`src/design/hexled_pkg.sv`:
```
package hexled_pkg;

    localparam int ROWS       = 8;
    localparam int MAX_DIGITS = 16;
    localparam int ROW_W      = $clog2(ROWS);
    localparam int COUNT_W    = $clog2(MAX_DIGITS + 1);

    typedef struct packed {
        logic [7:0] char_code;
        logic       end_of_text;
    } t_in;

    typedef struct packed {
        logic [ROW_W-1:0]   row_index;
        logic [7:0]         row_bits;
        logic               last_row;
        logic [COUNT_W-1:0] digits_used;
    } t_out;

    typedef struct packed {
        logic       valid;
        logic [3:0] value;
    } t_nibble;

    // ASCII hex digit to nibble; valid clear for anything else
    function automatic t_nibble hex_decode(input logic [7:0] ch);
        t_nibble res;
        res.valid = 1'b0;
        res.value = 4'd0;
        if (ch >= 8'h30 && ch <= 8'h39) begin
            res.valid = 1'b1;
            res.value = 4'(ch - 8'h30);
        end else if (ch >= 8'h61 && ch <= 8'h66) begin
            res.valid = 1'b1;
            res.value = 4'(ch - 8'h61 + 8'd10);
        end else if (ch >= 8'h41 && ch <= 8'h46) begin
            res.valid = 1'b1;
            res.value = 4'(ch - 8'h41 + 8'd10);
        end
        return res;
    endfunction

endpackage

```
`src/design/hex_text_to_led_matrix_bitmap_top.sv`:
```
// Hex text to 8x8 LED bitmap. Characters enter one per cycle on start while
// busy is low. Each hex digit (either case) sets up to four pixels. The first
// non-hex character stops decoding, and digits past the sixteenth are dropped.
// A character with end_of_text set is decoded first. The bitmap is then copied
// out and the store is cleared in that same cycle. The 8 rows follow on
// o_strobe, one per cycle, starting the cycle after the end character. The
// receiver cannot stall, so take each beat as it comes. busy is high during
// rows 0..6 of an emission and holds off every character, since the single
// snapshot must drain first. No character is taken after an end character
// until the last row is on the output.
module hex_text_to_led_matrix_bitmap_top (
    input  logic              i_clk,
    input  logic              i_rst_n,
    input  logic              start,
    input  hexled_pkg::t_in   i_in,
    output logic              busy,
    output logic              o_strobe,
    output hexled_pkg::t_out  o_result
);

    logic [7:0]                       r_rows [hexled_pkg::ROWS];
    logic [7:0]                       n_rows [hexled_pkg::ROWS];
    logic [hexled_pkg::COUNT_W-1:0]   r_count, n_count;
    logic                             r_stopped, n_stopped;

    logic [7:0]                       r_snap [hexled_pkg::ROWS];
    logic [hexled_pkg::COUNT_W-1:0]   r_digits;
    logic                             r_emit, n_emit;
    logic [hexled_pkg::ROW_W-1:0]     r_row, n_row;

    logic                             take;
    logic                             snap;
    hexled_pkg::t_nibble              nib;
    logic [2:0]                       col;
    logic [hexled_pkg::ROW_W-1:0]     base;
    logic [7:0]                       upd_rows [hexled_pkg::ROWS];
    logic [hexled_pkg::COUNT_W-1:0]   upd_count;
    logic                             upd_stopped;

    assign take = start && !busy;
    assign snap = take && i_in.end_of_text;
    assign nib  = hexled_pkg::hex_decode(i_in.char_code);
    assign col  = r_count[3:1];
    assign base = r_count[0] ? hexled_pkg::ROW_W'(4) : hexled_pkg::ROW_W'(0);

    always_comb begin
        upd_rows    = r_rows;
        upd_count   = r_count;
        upd_stopped = r_stopped;
        if (take && !r_stopped && r_count < hexled_pkg::COUNT_W'(hexled_pkg::MAX_DIGITS)) begin
            if (!nib.valid) begin
                upd_stopped = 1'b1;
            end else begin
                // nibble bit j lands in row base+3-j, column = byte index
                for (int j = 0; j < 4; j++) begin
                    if (nib.value[j]) begin
                        upd_rows[base + hexled_pkg::ROW_W'(3 - j)][col] = 1'b1;
                    end
                end
                upd_count = r_count + 1'b1;
            end
        end
    end

    always_comb begin
        n_rows    = upd_rows;
        n_count   = upd_count;
        n_stopped = upd_stopped;
        n_emit    = r_emit;
        n_row     = r_row;
        if (r_emit) begin
            n_row = r_row + 1'b1;
            if (r_row == hexled_pkg::ROW_W'(hexled_pkg::ROWS - 1)) begin
                n_emit = 1'b0;
            end
        end
        if (snap) begin
            // clear the store for the next text; start row 0 next cycle
            for (int r = 0; r < hexled_pkg::ROWS; r++) begin
                n_rows[r] = 8'd0;
            end
            n_count   = '0;
            n_stopped = 1'b0;
            n_emit    = 1'b1;
            n_row     = '0;
        end
    end

    always_ff @(posedge i_clk) begin
        if (!i_rst_n) begin
            for (int r = 0; r < hexled_pkg::ROWS; r++) begin
                r_rows[r] <= 8'd0;
            end
            r_count   <= '0;
            r_stopped <= 1'b0;
            r_emit    <= 1'b0;
            r_row     <= '0;
        end else begin
            r_rows    <= n_rows;
            r_count   <= n_count;
            r_stopped <= n_stopped;
            r_emit    <= n_emit;
            r_row     <= n_row;
        end
    end

    always_ff @(posedge i_clk) begin
        if (snap) begin
            r_snap   <= upd_rows;
            r_digits <= upd_count;
        end
    end

    assign busy                 = r_emit && (r_row != hexled_pkg::ROW_W'(hexled_pkg::ROWS - 1));
    assign o_strobe             = r_emit;
    assign o_result.row_index   = r_row;
    assign o_result.row_bits    = r_snap[r_row];
    assign o_result.last_row    = r_emit && (r_row == hexled_pkg::ROW_W'(hexled_pkg::ROWS - 1));
    assign o_result.digits_used = r_digits;

`ifndef SYNTHESIS
    a_row_advance: assert property (@(posedge i_clk) disable iff (!i_rst_n)
        (o_strobe && !o_result.last_row) |=>
            (o_strobe && o_result.row_index == $past(o_result.row_index) + 1'b1))
        else $error("emission skipped or dropped a row");

    a_end_starts_rows: assert property (@(posedge i_clk) disable iff (!i_rst_n)
        snap |=> (o_strobe && o_result.row_index == '0))
        else $error("end of text did not start row 0");

    a_count_limit: assert property (@(posedge i_clk) disable iff (!i_rst_n)
        r_count <= hexled_pkg::COUNT_W'(hexled_pkg::MAX_DIGITS))
        else $error("digit count past limit");

    a_stopped_holds: assert property (@(posedge i_clk) disable iff (!i_rst_n)
        (take && !i_in.end_of_text && (r_stopped ||
            r_count == hexled_pkg::COUNT_W'(hexled_pkg::MAX_DIGITS))) |=>
            ($stable(r_count) && r_rows[0] == $past(r_rows[0])
                && r_rows[7] == $past(r_rows[7])))
        else $error("bitmap changed after decode stopped");
`endif

endmodule

```
`config.mk`:
```
export PLATFORM = sky130hd
export DESIGN_NAME = hex_text_to_led_matrix_bitmap_top
export DESIGN_NICKNAME = d
export VERILOG_FILES = /design/src/design/hexled_pkg.sv /design/src/design/hex_text_to_led_matrix_bitmap_top.sv
export SDC_FILE = /design/constraint.sdc
export NUM_CORES = 1
export LEC_CHECK = 0
export ABC_AREA = 1
export BUFFER_PORTS_ARGS = -buffer_cell sky130_fd_sc_hd__buf_2
export CORE_MARGIN = 10
export CORE_UTILIZATION = 35
export CTS_CLUSTER_SIZE = 20
export DETAILED_ROUTE_END_ITERATION = 10
export PLACE_DENSITY = 0.52
export SLEW_MARGIN = 5
export SYNTH_ARGS = -nofsm -noshare
export SYNTH_HDL_FRONTEND = slang
export SYNTH_SLANG_ARGS = --single-unit
```
`constraint.sdc`:
```
create_clock -name i_clk -period 5.1 [get_ports i_clk]
set_input_delay 1.02 -clock i_clk [delete_from_list [all_inputs] [get_ports i_clk]]
set_output_delay 1.02 -clock i_clk [all_outputs]
set_load 0.005 [all_outputs]
```
==> results of run 1 <==
-- registers in the layout, indices dropped and copies added, names as in the netlist --
register / cells
r_snap: 64
o_strobe: 1
r_count: 5
r_stopped: 1
r_digits: 5
r_rows: 64
r_row: 3
-- metal layers --
metal | share of wire | up-vias
li1 | - | 2299
met1 | 0.49 | 2100
met2 | 0.44 | 115
met3 | 0.053 | 13
met4 | 0.013 | 0
met5 | 0 | -
-- cell families after synthesis --
group / share of synthesized area
fa+ha+maj: 0.0123
buf+inv: 0.0881
compound gates: 0.0846
flops: 0.583
simple gates: 0.230
xor+xnor: 0.00144
-- layout make-up --
type	count	area (µm²)	share of cell area
inverters	102	383	0.0544
clock buffers	20	457	0.0649
flip-flops and latches	143	3550	0.505
repair buffers	35	200	0.0285
well taps	225	282	0.0400
multi-input cells	421	2020	0.287
clock inverters	12	141	0.0201
-- worst min-delay path by stage --
| stage | end | slack (ns) | cells after the start |
|---|---|---|---|
| floorplan | r_rows[0]$_SDFF_PP0_ | 0.43 | 2 |
| global placement | r_rows[43]$_SDFF_PP0_ | 0.44 | 2 |
| detailed placement | r_rows[12]$_SDFF_PP0_ | 0.45 | 2 |
| CTS | r_rows[39]$_SDFF_PP0_ | 0.46 | 2 |
| global route | r_rows[59]$_SDFF_PP0_ | 0.47 | 2 |
| finish | r_rows[44]$_SDFF_PP0_ | 0.45 | 2 |
-- worst reg2reg max path, stage by stage, from the launching register on --
cell and delay (ns):
dfxtp_1 1.08, ha_1 0.32, ha_1 0.21, o21ai_2 0.14
o21ai_4 0.93, buf_4 0.40, nor2_1 0.08
-- power by group --
group	internal [mW]	switching (mW)
logic	0.0364	0.107
clock network	0.787	0.457
registers	1.22	0.0121
total	2.05	0.576
-- per-stage QoR --
| stage | worst slack, ns | hold slack [ns] | instances | cell area, µm² | power (mW) |
|---|---|---|---|---|---|
| final | 1.43 | 0.453 | 958 | 7030 | 2.62 |
| after global routing | 1.21 | 0.473 | 958 | 7030 | 2.72 |
| after CTS | 1.39 | 0.456 | 958 | 7030 | 2.65 |
| after detailed placement | 1.83 | 0.446 | 926 | 6430 | 1.40 |
| after global placement | 1.88 | 0.436 | 926 | 6430 | 1.40 |
| after floorplan | 0.590 | 0.427 | 697 | 6090 | 1.35 |
-- layout by cell type, fill, tap and decap left out, types with 3 or more instances in the layout --
master      count
clkinv_2        5
nor3_1          5
dfxtp_1        74
nand3_1        26
buf_4           4
inv_1          99
clkinvlp_4      3
nor2_1        137
buf_2          30
o32ai_1        16
clkbuf_16      17
bufinv_16       3
nand2_4         3
o21ai_0        18
nor2_4          7
nand4_1        14
edfxtp_1       69
nand2_1       128
ha_1            6
a21oi_1        49
==> impl_metrics.json, run 1 <==
{
  "ys.warnings.count": 0,
  "firstDrtPassIters": 5,
  "r2r_cells": 6,
  "max-clock-path-buffers": 2,
  "synth_top_area_cell": "edfxtp_1",
  "hold_viol": 0,
  "die_w_um": 152,
  "max_stage_delay_ns": 0.87,
  "clkSinkCount": 143,
  "reg2reg_to": "r_rows[10]$_SDFF_PP0_",
  "r2r_slack_ns": 1.83,
  "async_reset_ff_frac": 0,
  "powerDensity_nw_per_um2": 373,
  "cp.depth": 7,
  "worstPathMaxFanout": 36,
  "antenna_found_initial": 0,
  "worst_setup_path_end_kind": "output port",
  "dieArea_um2": 23100,
  "nets": 738,
  "yosysSeqAreaShare": 0.583,
  "coreArea_um2": 17200,
  "yosysTopAreaCellShare": 0.340,
  "final_layout_size_suffix_gt1_frac": 0.117,
  "crit_type": "reg -> out",
  "fillers": 1762,
  "fin_crit_sh": 0.719,
  "synth_fp_nets": 715,
  "drv_cap": 0,
  "post_cts_resize_count": 0,
  "portBuffers": 30,
  "die_y_um": 152,
  "clock_skew_ns": 0.00397,
  "crit_required_ns": 4.08,
  "grt.met1_usage": 0.173,
  "cp-startpoint": "r_row[0]$_SDFFE_PP0P_",
  "reg2reg_from": "r_row[1]$_SDFFE_PP0P_",
  "hpwl_um": 9970,
  "synth_common_cells": "nor2_1 (138), nand2_1 (128), inv_1 (99), dfxtp_1 (74), edfxtp_1 (69)",
  "grt-ovfl-total": 0,
  "yosysMostFrequentCell": "nor2_1",
  "insertion_delay_ns": 0.42,
  "num_antenna_cells": 0,
  "crit_family": "buffers and inverters",
  "synth_ff_type": "dfxtp_1",
  "ant_nets": 0,
  "vias_per_cell": 4.73,
  "htree_levels": 4,
  "final_core_util": 0.409,
  "rsz0062_at_grt": "false",
  "worst-path-buf-inv": 3,
  "busiest_layer": "met2",
  "cts_hold_buf": 0,
  "synthCells": 697,
  "wl_um": 14500,
  "initial_core_util": 0.355,
  "routabilityCongestion": 0.781,
  "synthTopCellsByArea": "edfxtp_1 (34%), dfxtp_1 (24%), nor2_1 (8.5%), nand2_1 (7.9%), inv_1 (6.1%)",
  "grt_pass1_wl_um": 23900,
  "dr_total_vias": 4527,
  "status": "complete, no violations",
  "ys_seq_elements": 143,
  "cts_root_buf": "clkbuf_16",
  "tritoncts": "done",
  "startpoint_type": "register",
  "crit_slowest_cell": "inv_1",
  "rows": 48,
  "met2_usage": 0.194,
  "cts.clk_slew.worst_paths_ns": 0.06,
  "hp-class": "reg -> reg",
  "cpMostUsedCell": "nand2_1",
  "cts_made_buffers": 17,
  "max-slew-margin-rel": 0.196,
  "ioPinCount": 31,
  "drt-initial-drc-count": 358,
  "setup-tns-final_ns": 0,
  "arrival_ns": 2.65,
  "first_global_vias": 4492,
  "track_usage": 0.129,
  "area.growth.synth_to_final_pct": 15.4,
  "synth_area_per_cell_um2": 8.74,
  "wl_per_cell_um": 15.2,
  "worstHoldStart": "r_rows[44]$_SDFF_PP0_",
  "worst_slew_pin_slew_ns": 1.20,
  "grt_max_degree": 45,
  "critPathCapture": "o_result[12]",
  "irDropWorstVdd_v": 0.000201,
  "fin_crit_ns": 3.67,
  "crit_chain": "buf_4, inv_1, nor2_1, o32ai_1, nand2_1, nand2_1, buf_2",
  "yosys.cell_types.count": 30,
  "drcViolationCount": 0,
  "synth_area_um2": 6090,
  "drv_slew": 0,
  "use_met3": 0.0426,
  "synth-edff-count": 69,
  "max_freq_mhz": 273,
  "power_leakage_nw": 3.02,
  "setup_violations": 0,
  "post_cts_buffers": 0
}
Power figures use the tool's default switching activity.
==> run 2: changes to the inputs <==
--- a/config.mk
+++ b/config.mk
@@ -5,7 +5,7 @@
 export SDC_FILE = /design/constraint.sdc
 export NUM_CORES = 1
 export LEC_CHECK = 0
-export ABC_AREA = 1
+export ABC_AREA = 0
 export BUFFER_PORTS_ARGS = -buffer_cell sky130_fd_sc_hd__buf_2
 export CORE_MARGIN = 10
 export CORE_UTILIZATION = 35
==> constraint.sdc (replaced) <==
create_clock -name i_clk -period 3.4 [get_ports i_clk]
set_input_delay 0.68 -clock i_clk [delete_from_list [all_inputs] [get_ports i_clk]]
set_output_delay 0.68 -clock i_clk [all_outputs]
set_load 0.005 [all_outputs]
==> run 2 against run 1 <==
Compared with the run above: final area up 5.5%; sequential cell count unchanged; die area up 3.7%; clock-buffer cell count up 6; critical endpoint is now o_result[13]; critical path type unchanged; wire length up 1.3%.
==> impl_metrics.json, run 2 <==
{
  "largest_registers": "r_rows: 64 flops, r_snap: 64 flops",
  "r2r_cells": 8,
  "coreArea_um2": 17900,
  "antenna_found_initial": 0,
  "synth-edff-count": 69,
  "num_antenna_cells": 0,
  "portBuffers": 30,
  "reg2reg_from": "r_row[2]$_SDFFE_PP0P_",
  "sw_frac_of_total": 0.217,
  "wl_per_cell_um": 18.5,
  "combPwrFrac": 0.069,
  "fillers": 1697,
  "clkSinkCount": 143,
  "setup_violations": 0,
  "max_freq_mhz": 354,
  "max-slew-margin-rel": 0.567,
  "dieArea_um2": 23900,
  "rsz0062_at_grt": "false",
  "hold_viol": 0,
  "synth_top_area_cell": "edfxtp_1",
  "tritoncts": "done",
  "ys.warnings.count": 0,
  "die_w_um": 155,
  "worst_slew_pin_slew_ns": 0.640,
  "synthTopCellsByArea": "edfxtp_1 (33%), dfxtp_1 (23%), o21bai_1 (7.6%), mux4_2 (5.7%), o21ai_0 (4.7%)",
  "cts_hold_buf": 0,
  "power_mw": 3.87,
  "min_to": "r_rows[4]$_SDFF_PP0_",
  "post_cts_buffers": 0,
  "final_cell_mix": "dfxtp_1 (74), nand2_1 (73), edfxtp_1 (69), o21bai_1 (64), o21ai_0 (60)",
  "ant_nets": 0,
  "fin_crit_sh": 0.831,
  "power_leakage_nw": 2.46,
  "first_global_vias": 4139,
  "area.growth.synth_to_final_pct": 16.8,
  "synth_ff_type": "dfxtp_1",
  "crit_type": "reg -> out",
  "hpwl_um": 9580,
  "worstHoldStart": "r_rows[4]$_SDFF_PP0_",
  "ys_seq_elements": 143,
  "yosysSeqAreaShare": 0.559,
  "drv_cap": 0,
  "yosys.cell_types.count": 57,
  "synth_common_cells": "dfxtp_1 (74), nand2_1 (73), edfxtp_1 (69), o21bai_1 (64), o21ai_0 (60)",
  "ioPinCount": 31,
  "irDropWorstVdd_v": 0.000304,
  "async_reset_ff_frac": 0,
  "grt_pass1_wl_um": 23500,
  "clock_skew_ns": 0.00954,
  "hp-class": "reg -> reg",
  "reg2reg_to": "r_digits[1]$_DFFE_PP_",
  "dr_total_vias": 4097,
  "startpoint_type": "register",
  "worstPathMaxFanout": 18,
  "setup-tns-final_ns": 0,
  "vias_per_cell": 5.15,
  "p_int_mw": 3.03,
  "final_layout_size_suffix_gt1_frac": 0.239,
  "seq_area_um2": 3550,
  "drcViolationCount": 0,
  "insertion_delay_ns": 0.41,
  "arrival_ns": 2.15,
  "synth_area_um2": 6350,
  "power_switching_uw": 840,
  "worst_setup_path_end_kind": "output port",
  "rows": 49,
  "die_y_um": 155,
  "drt-initial-drc-count": 355,
  "seqPwrFrac": 0.480,
  "clockPowerShare": 0.451,
  "drv_slew": 0,
  "grt_max_degree": 49,
  "powerDensity_nw_per_um2": 521,
  "htree_levels": 4,
  "multi_input_area_um2": 2620,
  "synth_fp_nets": 531,
  "grt-ovfl-total": 0,
  "yosysTopAreaCellShare": 0.326,
  "nets": 571,
  "max-clock-path-buffers": 2,
  "status": "complete, no violations",
  "holdPathStages": 2,
  "yosysMostFrequentCell": "dfxtp_1",
  "synth_area_per_cell_um2": 12.4,
  "cts_made_buffers": 17,
  "final_core_util": 0.414,
  "layout.cells.most_common": "dfxtp_1",
  "synthCells": 513,
  "firstDrtPassIters": 4,
  "cts.clk_slew.worst_paths_ns": 0.05,
  "crit_required_ns": 2.72,
  "r2r_slack_ns": 0.85,
  "initial_core_util": 0.355,
  "fin_crit_ns": 2.83,
  "wl_um": 14700,
  "routabilityCongestion": 0.787,
  "post_cts_resize_count": 0,
  "cts_root_buf": "clkbuf_16",
  "track_usage": 0.126
}
-- run 2: changes by cell type after synthesis, sizes merged, moves of 16 or more --
cell    before  now
a21oi       51    2
inv        101   12
nand3       26    3
o21ai       21   62
mux4         0   16
nor2       145    8
o21bai       0   64
nand2      133   73
-- run 2: layout make-up --
cell class / count / area share
sequential: 143 / 0.479
multi-input combinational: 326 / 0.353
clock inverter: 6 / 0.00742
inverter: 12 / 0.00607
clock buffer: 26 / 0.0687
tap: 229 / 0.0386
timing repair buffer: 53 / 0.0469
-- run 2: per-stage QoR --
stage | std cells | hold WS [ns] | setup slack (ns) | instance area [µm²]
detailed placement | 763 | 0.436 | 0.558 | 6850
floorplan | 513 | 0.419 | 0.701 | 6350
global placement | 763 | 0.428 | 0.579 | 6850
CTS | 795 | 0.449 | 0.509 | 7420
finish | 795 | 0.443 | 0.573 | 7420
global route | 795 | 0.468 | 0.452 | 7420
-- run 2: worst max-delay path by stage --
stage / start / end / slack [ns] / depth (start not counted)
2_1_floorplan: r_row[0]$_SDFFE_PP0P_ / r_digits[0]$_DFFE_PP_ / 0.70 / 5
5_1_grt: r_row[0]$_SDFFE_PP0P_ / o_result[12] / 0.45 / 4
6_report: r_row[0]$_SDFFE_PP0P_ / o_result[13] / 0.57 / 4
3_3_place_gp: i_in[4] / r_snap[63]$_DFFE_PP_ / 0.58 / 6
4_1_cts: r_row[0]$_SDFFE_PP0P_ / o_result[13] / 0.51 / 4
3_5_place_dp: i_in[4] / r_snap[63]$_DFFE_PP_ / 0.56 / 6
-- run 2: metal layers --
layer  vias to the layer above  GRT usage  routed length [µm]
li1                       2009          -                   -
met1                      1999      0.157                6800
met2                        73      0.205                7180
met3                        16     0.0291                 515
met4                         0     0.0513                 230
met5                         -          0                   0
-- run 2: worst max-delay path: stages (launching register included) --
cell and delay, ns:
dfxtp_1 0.34, buf_4 0.37, mux4_2 0.58, mux2_2 0.31
buf_2 0.13
-- run 2: power groups by stage --
| stage | Sequential, mW | Clock [mW] | Combinational (mW) |
|---|---|---|---|
| 5_1_grt | 1.86 | 1.86 | 0.292 |
| 6_report | 1.85 | 1.74 | 0.268 |
| 2_1_floorplan | 1.89 | 0 | 0.160 |
| 3_5_place_dp | 1.89 | 0 | 0.274 |
| 4_1_cts | 1.85 | 1.79 | 0.275 |
| 3_3_place_gp | 1.89 | 0 | 0.272 |
-- run 2: logic make-up (layout without fill, tap and decap cells) --
kind of cell | Yosys count | after routing | share of synthesized area
adders and majority gates | 6 | 6 | 0.0118
buffers and inverters | 44 | 97 | 0.0323
muxes | 32 | 32 | 0.0837
and+or+nand+nor | 116 | 116 | 0.0967
AOI/OAI and AO/OA | 167 | 167 | 0.209
DFF | 143 | 143 | 0.559
xor gates and xnor gates | 5 | 5 | 0.00689
